<file path="config.mk">
export PLATFORM = sky130hd
export DESIGN_NAME = cordic_mac_tanh_neuron
export DESIGN_NICKNAME = d
export VERILOG_FILES = /design/src/rtl/cmtn_pkg.sv /design/src/rtl/cmtn_div.sv /design/src/rtl/cordic_mac_tanh_neuron.sv
export SDC_FILE = /design/constraint.sdc
export NUM_CORES = 2
export LEC_CHECK = 0
export BUFFER_PORTS_ARGS = -buffer_cell sky130_fd_sc_hd__buf_4
export CAP_MARGIN = 20
export CELL_PAD_IN_SITES_DETAIL_PLACEMENT = 0
export CELL_PAD_IN_SITES_GLOBAL_PLACEMENT = 2
export CORE_ASPECT_RATIO = 0.9
export CORE_UTILIZATION = 30
export DETAILED_ROUTE_END_ITERATION = 7
export PLACE_DENSITY_LB_ADDON = 0.1
export RECOVER_POWER = 100
export SLEW_MARGIN = 20
export SYNTH_ARGS = -nofsm -noshare
export SYNTH_HDL_FRONTEND = slang
export SYNTH_SLANG_ARGS = --single-unit
</file>
<file path="constraint.sdc">
create_clock -name clk -period 17.7 [get_ports clk]
set_input_delay 0.885 -clock clk [delete_from_list [all_inputs] [get_ports clk]]
set_output_delay 0.885 -clock clk [all_outputs]
set_load 0.01 [all_outputs]
</file>
<file path="src/rtl/cmtn_pkg.sv">
package cmtn_pkg;

	// Internal datapath width: holds every stage value without overflow.
	localparam int unsigned DW = 48;
	localparam int unsigned FRAC = 16;
	localparam int unsigned TBL_LEN = 12;

	localparam logic [DW-1:0] ONE_FIX = DW'(64'd1 << FRAC);
	localparam logic [DW-1:0] X0_FIX = DW'(64'd83263);

	localparam logic [1:0] ADDR_ITER = 2'd0;

	typedef enum logic [5:0] {
		ST_IDLE = 6'b000001,
		ST_LIN  = 6'b000010,
		ST_HYP  = 6'b000100,
		ST_DIVP = 6'b001000,
		ST_DIV  = 6'b010000,
		ST_OUT  = 6'b100000
	} state_t;

	function automatic logic [DW-1:0] atanh_fix(input logic [3:0] idx);
		logic [DW-1:0] v;
		begin
			case (idx)
				4'd0: v = DW'(64'd35979);
				4'd1: v = DW'(64'd16712);
				4'd2: v = DW'(64'd8192);
				4'd3: v = DW'(64'd4063);
				4'd4: v = DW'(64'd2032);
				4'd5: v = DW'(64'd983);
				4'd6: v = DW'(64'd511);
				4'd7: v = DW'(64'd256);
				4'd8: v = DW'(64'd125);
				4'd9: v = DW'(64'd64);
				4'd10: v = DW'(64'd31);
				4'd11: v = DW'(64'd16);
				default: v = '0;
			endcase
			return v;
		end
	endfunction

endpackage

</file>
<file path="src/rtl/cmtn_div.sv">
module cmtn_div (
	input  logic                    clk,
	input  logic                    arst_n,
	input  logic                    start,
	input  logic [cmtn_pkg::DW-1:0] num,
	input  logic [cmtn_pkg::DW-1:0] den,
	output logic                    done,
	output logic [16:0]             quot
);
	import cmtn_pkg::*;

	// Restoring division, one quotient bit a cycle; num < den on entry.
	logic [DW:0]   rem_q;
	logic [DW-1:0] den_q;
	logic [16:0]   quot_q;
	logic [4:0]    cnt_q;
	logic          busy_q;
	logic [DW:0]   trial;

	assign trial = {rem_q[DW-1:0], 1'b0} - {1'b0, den_q};

	always_ff @(posedge clk or negedge arst_n) begin
		if (!arst_n) begin
			busy_q <= 1'b0;
			cnt_q <= '0;
		end else if (start) begin
			busy_q <= 1'b1;
			cnt_q <= 5'd0;
		end else if (busy_q) begin
			cnt_q <= cnt_q + 5'd1;
			if (cnt_q == 5'(FRAC - 1)) busy_q <= 1'b0;
		end
	end

	always_ff @(posedge clk) begin
		if (start) begin
			rem_q <= {1'b0, num};
			den_q <= den;
			quot_q <= '0;
		end else if (busy_q) begin
			if (!trial[DW]) begin
				rem_q <= trial;
				quot_q <= {quot_q[15:0], 1'b1};
			end else begin
				rem_q <= {rem_q[DW-1:0], 1'b0};
				quot_q <= {quot_q[15:0], 1'b0};
			end
		end
	end

	assign done = busy_q && (cnt_q == 5'(FRAC - 1));
	assign quot = done ? {quot_q[15:0], ~trial[DW]} : quot_q;
endmodule

</file>
<file path="src/rtl/cordic_mac_tanh_neuron.sv">
// CORDIC neuron: tanh_out = tanh(bias + weight * activation_in); the inputs are
// signed Q16.16 and tanh_out is signed Q2.16. One item at a time runs through
// shift-add datapaths: a linear-mode CORDIC multiply-accumulate of n steps, a
// hyperbolic CORDIC of n steps (n = min(iterations, 12)), then a restoring
// division y/x producing one quotient bit per cycle. The work runs through the
// linear and hyperbolic step loops, a compare state, the division and a state
// that raises out_valid. A zero step count skips the linear loop but still
// passes through the hyperbolic state. A saturated or zero-divisor result
// skips the division. The input stalls from acceptance until the result is
// taken. The result is saturated to +/-1.0 and held in an output register
// until taken.
module cordic_mac_tanh_neuron (
	input  logic               clk,
	input  logic               arst_n,
	input  logic               psel,
	input  logic               penable,
	input  logic               pwrite,
	input  logic [1:0]         paddr,
	input  logic [31:0]        pwdata,
	output logic [31:0]        prdata,
	output logic               pready,
	input  logic               in_valid,
	output logic               in_stall,
	input  logic signed [31:0] weight,
	input  logic signed [31:0] activation_in,
	input  logic signed [31:0] bias,
	output logic               out_valid,
	input  logic               out_stall,
	output logic signed [17:0] tanh_out
);
	import cmtn_pkg::*;

	state_t        state_q;
	logic [3:0]    iter_q;
	logic [3:0]    step_q;
	logic [3:0]    nsteps;
	logic [DW-1:0] x_q, y_q, z_q;
	logic          neg_q;
	logic [17:0]   res_q;
	logic          out_valid_q;
	logic          div_start;
	logic          div_done;
	logic [16:0]   div_quot;
	logic [DW-1:0] ax, ay;
	logic [DW-1:0] xs, stp, tv;
	logic          zpos;
	logic          hyp_init_q;
	logic [DW-1:0] hx, hy, hz, hxs, hys;
	logic          hzpos;
	logic [DW-1:0] hx_q, hy_q, hz_q;

	assign pready = 1'b1;
	assign prdata = {28'd0, iter_q};

	// Register write: hold the step count.
	always_ff @(posedge clk or negedge arst_n) begin
		if (!arst_n) iter_q <= 4'd12;
		else if (psel && penable && pwrite && paddr == ADDR_ITER) iter_q <= pwdata[3:0];
	end

	assign nsteps = (iter_q > 4'd12) ? 4'd12 : iter_q;
	assign in_stall = (state_q != ST_IDLE);
	assign zpos = !z_q[DW-1] && (z_q != '0);

	// Shifted operands for the current step.
	assign xs  = $signed(x_q) >>> step_q;
	assign stp = ONE_FIX >> step_q;
	assign tv  = atanh_fix(step_q);

	// Division operands come from the hyperbolic bank.
	assign ax = hx_q[DW-1] ? -hx_q : hx_q;
	assign ay = hy_q[DW-1] ? -hy_q : hy_q;
	assign div_start = (state_q == ST_DIVP) && (ay < ax);

	cmtn_div u_div (
		.clk   (clk),
		.arst_n(arst_n),
		.start (div_start),
		.num   (ay),
		.den   (ax),
		.done  (div_done),
		.quot  (div_quot)
	);

	always_ff @(posedge clk or negedge arst_n) begin
		if (!arst_n) begin
			state_q <= ST_IDLE;
			step_q <= '0;
			out_valid_q <= 1'b0;
		end else begin
			case (state_q)
				ST_IDLE: if (in_valid) begin
					step_q <= '0;
					state_q <= (nsteps == 4'd0) ? ST_HYP : ST_LIN;
				end
				ST_LIN: begin
					// Advance the linear steps.
					if (step_q == nsteps - 4'd1) begin
						step_q <= '0;
						state_q <= ST_HYP;
					end else step_q <= step_q + 4'd1;
				end
				ST_HYP: begin
					if (step_q >= nsteps - 4'd1 || nsteps == 4'd0) state_q <= ST_DIVP;
					else step_q <= step_q + 4'd1;
				end
				ST_DIVP: state_q <= (hx_q == '0 || ay >= ax) ? ST_OUT : ST_DIV;
				ST_DIV: if (div_done) state_q <= ST_OUT;
				ST_OUT: begin
					if (!out_valid_q) out_valid_q <= 1'b1;
					else if (!out_stall) begin
						out_valid_q <= 1'b0;
						state_q <= ST_IDLE;
					end
				end
				default: state_q <= ST_IDLE;
			endcase
		end
	end

	// Datapath: one CORDIC step per cycle. The hyperbolic pass is entered with
	// step 0 set, and hyp_init_q, set on acceptance and in the linear pass, seeds the first step.
	always_ff @(posedge clk) begin
		case (state_q)
			ST_IDLE: if (in_valid) begin
				x_q <= DW'(weight);
				z_q <= DW'(activation_in);
				y_q <= DW'(bias);
				hyp_init_q <= 1'b1;
			end
			ST_LIN: begin
				if (zpos) begin y_q <= y_q + xs; z_q <= z_q - stp; end
				else begin y_q <= y_q - xs; z_q <= z_q + stp; end
				hyp_init_q <= 1'b1;
			end
			default: ;
		endcase
		if (state_q == ST_HYP) begin
			hyp_init_q <= 1'b0;
		end
		if (state_q == ST_DIVP) begin
			neg_q <= (hx_q[DW-1] != hy_q[DW-1]);
			if (hx_q == '0) res_q <= '0;
			else if (ay >= ax)
				res_q <= (hx_q[DW-1] != hy_q[DW-1]) ? -18'sd65536 : 18'sd65536;
		end
		if (state_q == ST_DIV && div_done)
			res_q <= neg_q ? -{1'b0, div_quot} : {1'b0, div_quot};
	end

	// Hyperbolic pass uses a separate register bank seeded at entry.
	assign hx = hyp_init_q ? X0_FIX : hx_q;
	assign hy = hyp_init_q ? '0 : hy_q;
	assign hz = hyp_init_q ? y_q : hz_q;
	assign hxs = $signed(hx) >>> (step_q + 4'd1);
	assign hys = $signed(hy) >>> (step_q + 4'd1);
	assign hzpos = !hz[DW-1] && (hz != '0);

	always_ff @(posedge clk) begin
		if (state_q == ST_HYP) begin
			if (nsteps == 4'd0) begin
				hx_q <= hx; hy_q <= hy; hz_q <= hz;
			end else if (hzpos) begin
				hx_q <= hx + hys; hy_q <= hy + hxs; hz_q <= hz - tv;
			end else begin
				hx_q <= hx - hys; hy_q <= hy - hxs; hz_q <= hz + tv;
			end
		end
	end

	assign out_valid = out_valid_q;
	assign tanh_out = res_q;

	a_state_onehot: assert property (@(posedge clk) disable iff (!arst_n)
		$onehot(state_q));
	a_out_hold: assert property (@(posedge clk) disable iff (!arst_n)
		out_valid && out_stall |=> out_valid && $stable(tanh_out));
	a_out_range: assert property (@(posedge clk) disable iff (!arst_n)
		out_valid |-> (tanh_out <= 18'sd65536) && (tanh_out >= -18'sd65536));
	a_busy_stall: assert property (@(posedge clk) disable iff (!arst_n)
		out_valid |-> in_stall);
endmodule

</file>
Yosys cells after proc, flatten, opt, wreduce, memory -nomap -nowiden
Memory sizes are Yosys's and may differ from the RTL's.
Index checks and enable logic that the tools add are counted.

storage, ports and cells
  ROM bits = 240
  bits in writable memories = 0
  logic and storage cells = 140
  input bits = 137
  output and inout bits = 53
  bits in latches = 0
  memories = 1
  register bits after elaboration = 426

cells by class
  eq/ne operators = 17
  reductions and logical operators = 27
  magnitude comparators = 4
  div/mod/pow operators = 0
  $add $sub $neg = 17
  muxes and demuxes = 51
  bitwise gates (word level) = 1
  multiply operators = 0
  shift operators = 4

memory list
  memory           depth  bits a word  read ports  clocked after Yosys merged registers in  wr ports  line            RTL
  (no name shown)  16     15           1           0                                        0         cmtn_pkg.sv:25  case (idx)

operator list
  cell                                                number
  2-to-1 mux 48 bit                                   18
  adder 48 bit                                        5
  subtractor 48 bit                                   5
  case mux 48 bit (2 select lines)                    2
  2-to-1 mux 18 bit                                   6
  negator 48 bit                                      2
  nonzero test 48 bit                                 2
  >>> shifter 48 x 4 -> 48 bit                        2
  subtractor 49 x 48 -> 49 bit                        1
  greater-or-equal comparator 48 bit                  1
  zero test 48 bit                                    1
  < comparator 48 bit                                 1
  right shift 17 x 4 -> 48 bit, first input constant  1
  >>> shifter 32 x 4 -> 48 bit                        1
  2-to-1 mux 6 bit                                    7
  case mux 6 bit (6 select lines)                     1
  negator 17 -> 18 bit                                1
  2-to-1 mux 17 bit                                   1
  2-to-1 mux 4 bit                                    4
  inequality test 2 bit, second input constant        7
  case mux 4 bit (3 select lines)                     1
  2-to-1 mux 5 bit                                    2
  logical AND 1 bit                                   8
  2-to-1 mux 1 bit                                    7
  other kinds (27)                                    34

Longest topological paths before layout
  depth after elaboration = 7
  mapped depth = 41

Cells and area by module
From an unflattened synthesis, not the netlist that was laid out.

second synthesis, totals
  cells, all modules = 5691
  area total of the unflattened synthesis = 48270.0 um^2

modules (own cells, without submodules)
  module                  area an instance (um^2)  times used  sequential area each (um^2)  cells each
  cordic_mac_tanh_neuron  40426.3                  1           9137.5                       4894
  cmtn_div                7843.8                   1           3373.2                       797

Least setup slack after synthesis
No wires, ideal clock.

  path type = reg2reg
  start point = register step_q[1]
  end point = register hx_q[47], data pin
  setup slack = 9424 ps
  buffers on the path = 6
  data arrival time = 8020 ps
  clock period less this slack = 8276 ps
  cell stages (with the launch flop) = 38
  path through = dfrtp_1 buf_1 clkbuf_1 clkbuf_1 inv_1 ha_1 buf_2 buf_2 buf_1 nand2_1 a32o_1 nand2_1 o21a_1 ha_1 nand2_1 nor3_1 nor3b_1 and2_1 [2 not listed] a31oi_1 xnor2_1 ha_1 a21o_1 a21o_1 a21o_1 a22o_1 a21o_1 a221o_1 and2_1 a41oi_1 o21ai_0 a31o_2 maj3_2 a21oi_2 maj3_1 nand2_1 o211a_1

on the way
  longest elaborated chain between the ends = 5
  elaborated cells between the ends (all ways) = 6
  classes of those cells = add/sub (3); shift (1); mux (2)

RTL lines
  item                                                      line                                                          RTL
  start, declared                                           cordic_mac_tanh_neuron.sv:35                                  logic [3:0] step_q;
  start signal, assigned                                    cordic_mac_tanh_neuron.sv:101                                 end else step_q <= step_q + 4'd1;
  start signal, assigned                                    cordic_mac_tanh_neuron.sv:105                                 else step_q <= step_q + 4'd1;
  adder 4 x 1 -> 4 bit (*)                                  cordic_mac_tanh_neuron.sv:156                                 assign hys = $signed(hy) >>> (step_q + 4'd1);
  >>> shifter 48 x 4 -> 48 bit (*)                          cordic_mac_tanh_neuron.sv:156
  subtractor 48 bit / adder 48 bit (equally long branches)  cordic_mac_tanh_neuron.sv:166, cordic_mac_tanh_neuron.sv:164
  2-to-1 mux 48 bit (*)                                     cordic_mac_tanh_neuron.sv:163                                 end else if (hzpos) begin
  2-to-1 mux 48 bit (*)                                     cordic_mac_tanh_neuron.sv:161                                 if (nsteps == 4'd0) begin
  end signal, assigned                                      cordic_mac_tanh_neuron.sv:164                                 hx_q <= hx + hys; hy_q <= hy + hxs; hz_q <= hz - tv;
  end signal, assigned                                      cordic_mac_tanh_neuron.sv:166                                 hx_q <= hx - hys; hy_q <= hy - hxs; hz_q <= hz + tv;
  end, declared                                             cordic_mac_tanh_neuron.sv:50                                  logic [DW-1:0] hx_q, hy_q, hz_q;

Mark *: on every way between the ends. The rest lies on a longest branch, timed or not.
A chain may end at the register's enable or synchronous reset.

Final worst setup path
  start point = register hyp_init_q
  end point = register hz_q[46], data pin

on the way
  longest elaborated chain between the ends = 5
  elaborated cells between the ends (all ways) = 8
  classes of those cells = add/sub (2); mux (3); reduce/logical (3)

RTL lines
  item                                                                  line                           RTL
  start, declared                                                       cordic_mac_tanh_neuron.sv:47   logic hyp_init_q;
  start signal, assigned                                                cordic_mac_tanh_neuron.sv:129  hyp_init_q <= 1'b1;
  start signal, assigned                                                cordic_mac_tanh_neuron.sv:134  hyp_init_q <= 1'b1;
  start signal, assigned                                                cordic_mac_tanh_neuron.sv:139  hyp_init_q <= 1'b0;
  2-to-1 mux 48 bit (*)                                                 cordic_mac_tanh_neuron.sv:154  assign hz = hyp_init_q ? y_q : hz_q;
  parallel branches: the longest is 3 deep, another holds adder 48 bit  -
  2-to-1 mux 48 bit (*)                                                 cordic_mac_tanh_neuron.sv:161
  end signal, assigned                                                  cordic_mac_tanh_neuron.sv:164
  end signal, assigned                                                  cordic_mac_tanh_neuron.sv:166
  end, declared                                                         cordic_mac_tanh_neuron.sv:50

Every way passes the cells marked *.

==> flow_summary.json <==
{
  "synth_compound_area_frac": 0.234,
  "max_freq_mhz": 75.7,
  "period_share": 0.747,
  "post_synth.cell_area_avg_um2": 8.23,
  "synth-edff-count": 387,
  "cts_setup_buffers": 0,
  "vias": 41500,
  "core_area_um2": 156000,
  "setup_viol": 0,
  "place_hpwl_um": 128000,
  "drt-total-wl_um": 166000,
  "synth_fa_ha_area_frac": 0.102,
  "ctsResizeCount": 0,
  "clk_latency_ns": 0.71,
  "synth_cells": 5745,
  "cp_max_fo": 48,
  "hold_viol": 0,
  "grt_pass1_wl_um": 252000,
  "clock-root-buffer": "clkbuf_16",
  "ctsHoldBuffers": 0,
  "gr-usage-all-layers": 0.205,
  "rsz0062_at_grt": "false",
  "worst_pin_slew_ns": 4.23,
  "synth-main-ff-cell": "edfxtp_1",
  "nNetsFinal": 6186,
  "min_path_type": "in2reg",
  "syn_to_final_growth_pct": 9.02,
  "die_w_um": 420,
  "async_flop_share": 0.0493,
  "ant_nets": 0,
  "die_h_um": 379,
  "crit_required_ns": 18.11,
  "min_period_ns": 13.22,
  "cp-end-kind": "flip-flop",
  "status": "finished with violations",
  "synth_top_family_by_area": "compound AO/OA/AOI/OAI gates",
  "start_util": 0.304,
  "drc": 0,
  "muxShareOfSynthArea": 0.0754,
  "vias_per_cell": 5.31,
  "firstDrtPassIters": 5,
  "failed_checks": "capacitance limit, slew limit",
  "ys_types": 109,
  "slew_headroom": -1.82,
  "critPathArrivalTime_ns": 13.63,
  "clk_pin_slew_ns": 0.06,
  "drv_slew": 806,
  "io_pins": 190,
  "synth-simple-area-share": 0.180,
  "htreeDepth": 2,
  "cts-buffers-inserted": 60,
  "initialDrtViolationCount": 3002,
  "fillers": 16700,
  "cap_violations": 19,
  "drive_gt1_frac": 0.0739,
  "synth_seq_area_share": 0.265,
  "cpPeakStageDelay_ns": 1.86,
  "fin_setup_tns_ns": 0,
  "synth-xor-area-share": 0.0924,
  "startpoint_type": "flip-flop",
  "grt_max_degree": 129,
  "yosys_warnings": 0,
  "syn_area_um2": 47300,
  "clockBufferDepth": 3,
  "wl_per_cell_um": 21.3,
  "portBuffers": 132,
  "gp_congestion": 0.870,
  "rows": 137,
  "die-area_um2": 159000,
  "antenna_found_initial": 2,
  "cts_tree": "built",
  "cts_sinks": 426,
  "clock_skew_ns": 0.0342,
  "crit_type": "reg2reg",
  "synth-seq-cells": 426,
  "grt_pass1_vias": 40500,
  "grt-ovfl-total": 0,
  "crit_slowest_cell": "clkbuf_1"
}
## kinds of logic after synthesis
kind of cell               Yosys count
AOI/OAI and AO/OA                 1771
other                                2
DFF                                426
buffers and inverters              566
xor gates and xnor gates           497
adders and majority gates          385
and+or+nand+nor                   1789
muxes                              309
## registers in the layout, indices dropped and copies added (netlist names)
name / count
hyp_init_q: 1
tanh_out: 18
u_div.busy_q: 1
state_q: 6
step_q: 4
z_q: 48
neg_q: 1
u_div.quot_q: 17
hx_q: 48
iter_q: 4
y_q: 48
x_q: 32
u_div.den_q: 48
hy_q: 48
out_valid: 1
hz_q: 48
u_div.cnt_q: 5
u_div.rem_q: 48
## worst paths after layout
kind                                     to  slack, ns  cells past startpoint        startpoint
setup / recovery                   hz_q[46]       4.48                     28        hyp_init_q
max in group asynchronous         step_q[3]      16.23                      1            arst_n
setup reg to reg                   hz_q[46]       4.48                     28        hyp_init_q
hold reg to reg            u_div.quot_q[16]       0.50                      2  u_div.quot_q[16]
hold / removal                       x_q[8]       0.38                      1         weight[8]
min in group asynchronous        state_q[5]       0.49                      1            arst_n
## synthesized netlist by cell type, types with 25 or more instances
library cell / instances / area share
a21oi_1: 503 / 0.053
o31ai_1: 80 / 0.013
a21o_1: 187 / 0.030
buf_1: 40 / 0.0032
o22ai_1: 45 / 0.0060
nand4_1: 49 / 0.0065
edfxtp_1: 387 / 0.25
and2_1: 30 / 0.0040
nor2_1: 496 / 0.039
o21ai_0: 479 / 0.051
xor2_1: 216 / 0.040
nand2_1: 580 / 0.046
mux2_2: 77 / 0.018
clkbuf_1: 209 / 0.017
ha_1: 374 / 0.099
xnor2_1: 279 / 0.052
and3_1: 39 / 0.0052
or3_1: 36 / 0.0048
nand3_1: 98 / 0.010
buf_2: 43 / 0.0046
mux2i_1: 202 / 0.043
nor2b_1: 145 / 0.019
o21a_1: 59 / 0.0094
or4_1: 25 / 0.0040
a211oi_1: 48 / 0.0076
or2_2: 38 / 0.0050
nor4_1: 42 / 0.0056
nor3_1: 75 / 0.0079
inv_1: 214 / 0.017
a31oi_1: 58 / 0.0077
mux4_2: 30 / 0.014
o21bai_1: 51 / 0.0081
buf_4: 47 / 0.0075
nand2b_1: 73 / 0.0097
## critical path, delay by kind of cell, from the launching register on
kind            cells  cell delay [ns]
compound gates     11             3.25
flops               1             1.60
fa+ha+maj           1             0.28
mux                 1             0.36
xor+xnor            2             0.36
simple gates        8             2.48
buf+inv             5             4.54
## routing by layer
layer  up-vias  GRT usage  wire length (µm)
li1      20800          -                 -
met1     19800      0.327             89800
met2       746      0.292             66200
met3       119     0.0216              7690
met4         0     0.0372              2580
met5         -          0                 0
## cells in the final DEF, fill, tap and decap left out, types with 18 or more instances in the layout
| cell type | n |
|---|---|
| a211oi_1 | 48 |
| a21o_1 | 187 |
| a21oi_1 | 503 |
| a221oi_1 | 21 |
| a31oi_1 | 58 |
| and2_1 | 23 |
| and3_1 | 39 |
| buf_4 | 113 |
| clkbuf_1 | 52 |
| clkbuf_16 | 61 |
| clkbuf_4 | 33 |
| conb_1 | 29 |
| dfxtp_1 | 18 |
| edfxtp_1 | 387 |
| ha_1 | 372 |
| inv_1 | 212 |
| mux2_2 | 77 |
| mux2i_1 | 202 |
| mux4_2 | 30 |
| nand2_1 | 580 |
| nand2b_1 | 74 |
| nand3_1 | 99 |
| nand4_1 | 49 |
| nor2_1 | 496 |
| nor2b_1 | 145 |
| nor3_1 | 76 |
| nor4_1 | 43 |
| o21a_1 | 59 |
| o21ai_0 | 484 |
| o21bai_1 | 51 |
| o221ai_1 | 24 |
| o22ai_1 | 45 |
| o31ai_1 | 81 |
| o41ai_1 | 19 |
| or2_2 | 38 |
| or3_1 | 36 |
| or4_1 | 29 |
| xnor2_1 | 278 |
| xor2_1 | 216 |
## metrics by stage
stage | hold WS [ns] | std cells | util | setup slack (ns) | area (µm²)
after floorplan | 0.461 | 5772 | - | 9.42 | 47400
after global placement | 0.474 | 7692 | 0.320 | 7.65 | 49900
after detailed placement | 0.489 | 7693 | 0.321 | 7.67 | 49900
after CTS | 0.0134 | 7806 | 0.333 | 7.59 | 51800
after global routing | 0.336 | 7807 | 0.331 | 3.46 | 51500
final | 0.379 | 7818 | 0.331 | 4.48 | 51500
## area by class of cell
class / count / area [µm²] / area share
Tap cell: 2085 / 2610 / 0.0506
Inverter: 215 / 810 / 0.0157
Clock buffer: 73 / 1570 / 0.0305
Multi-Input combinational cell: 4780 / 32400 / 0.629
Clock inverter: 40 / 320 / 0.00622
Antenna cell: 12 / 30.0 / 0.000583
Timing Repair Buffer: 187 / 1270 / 0.0246
Sequential cell: 426 / 12500 / 0.243
Power is left out: the tool's default activity adds up to more than one toggle a clock period on the data nets, which glitch-free logic cannot reach.
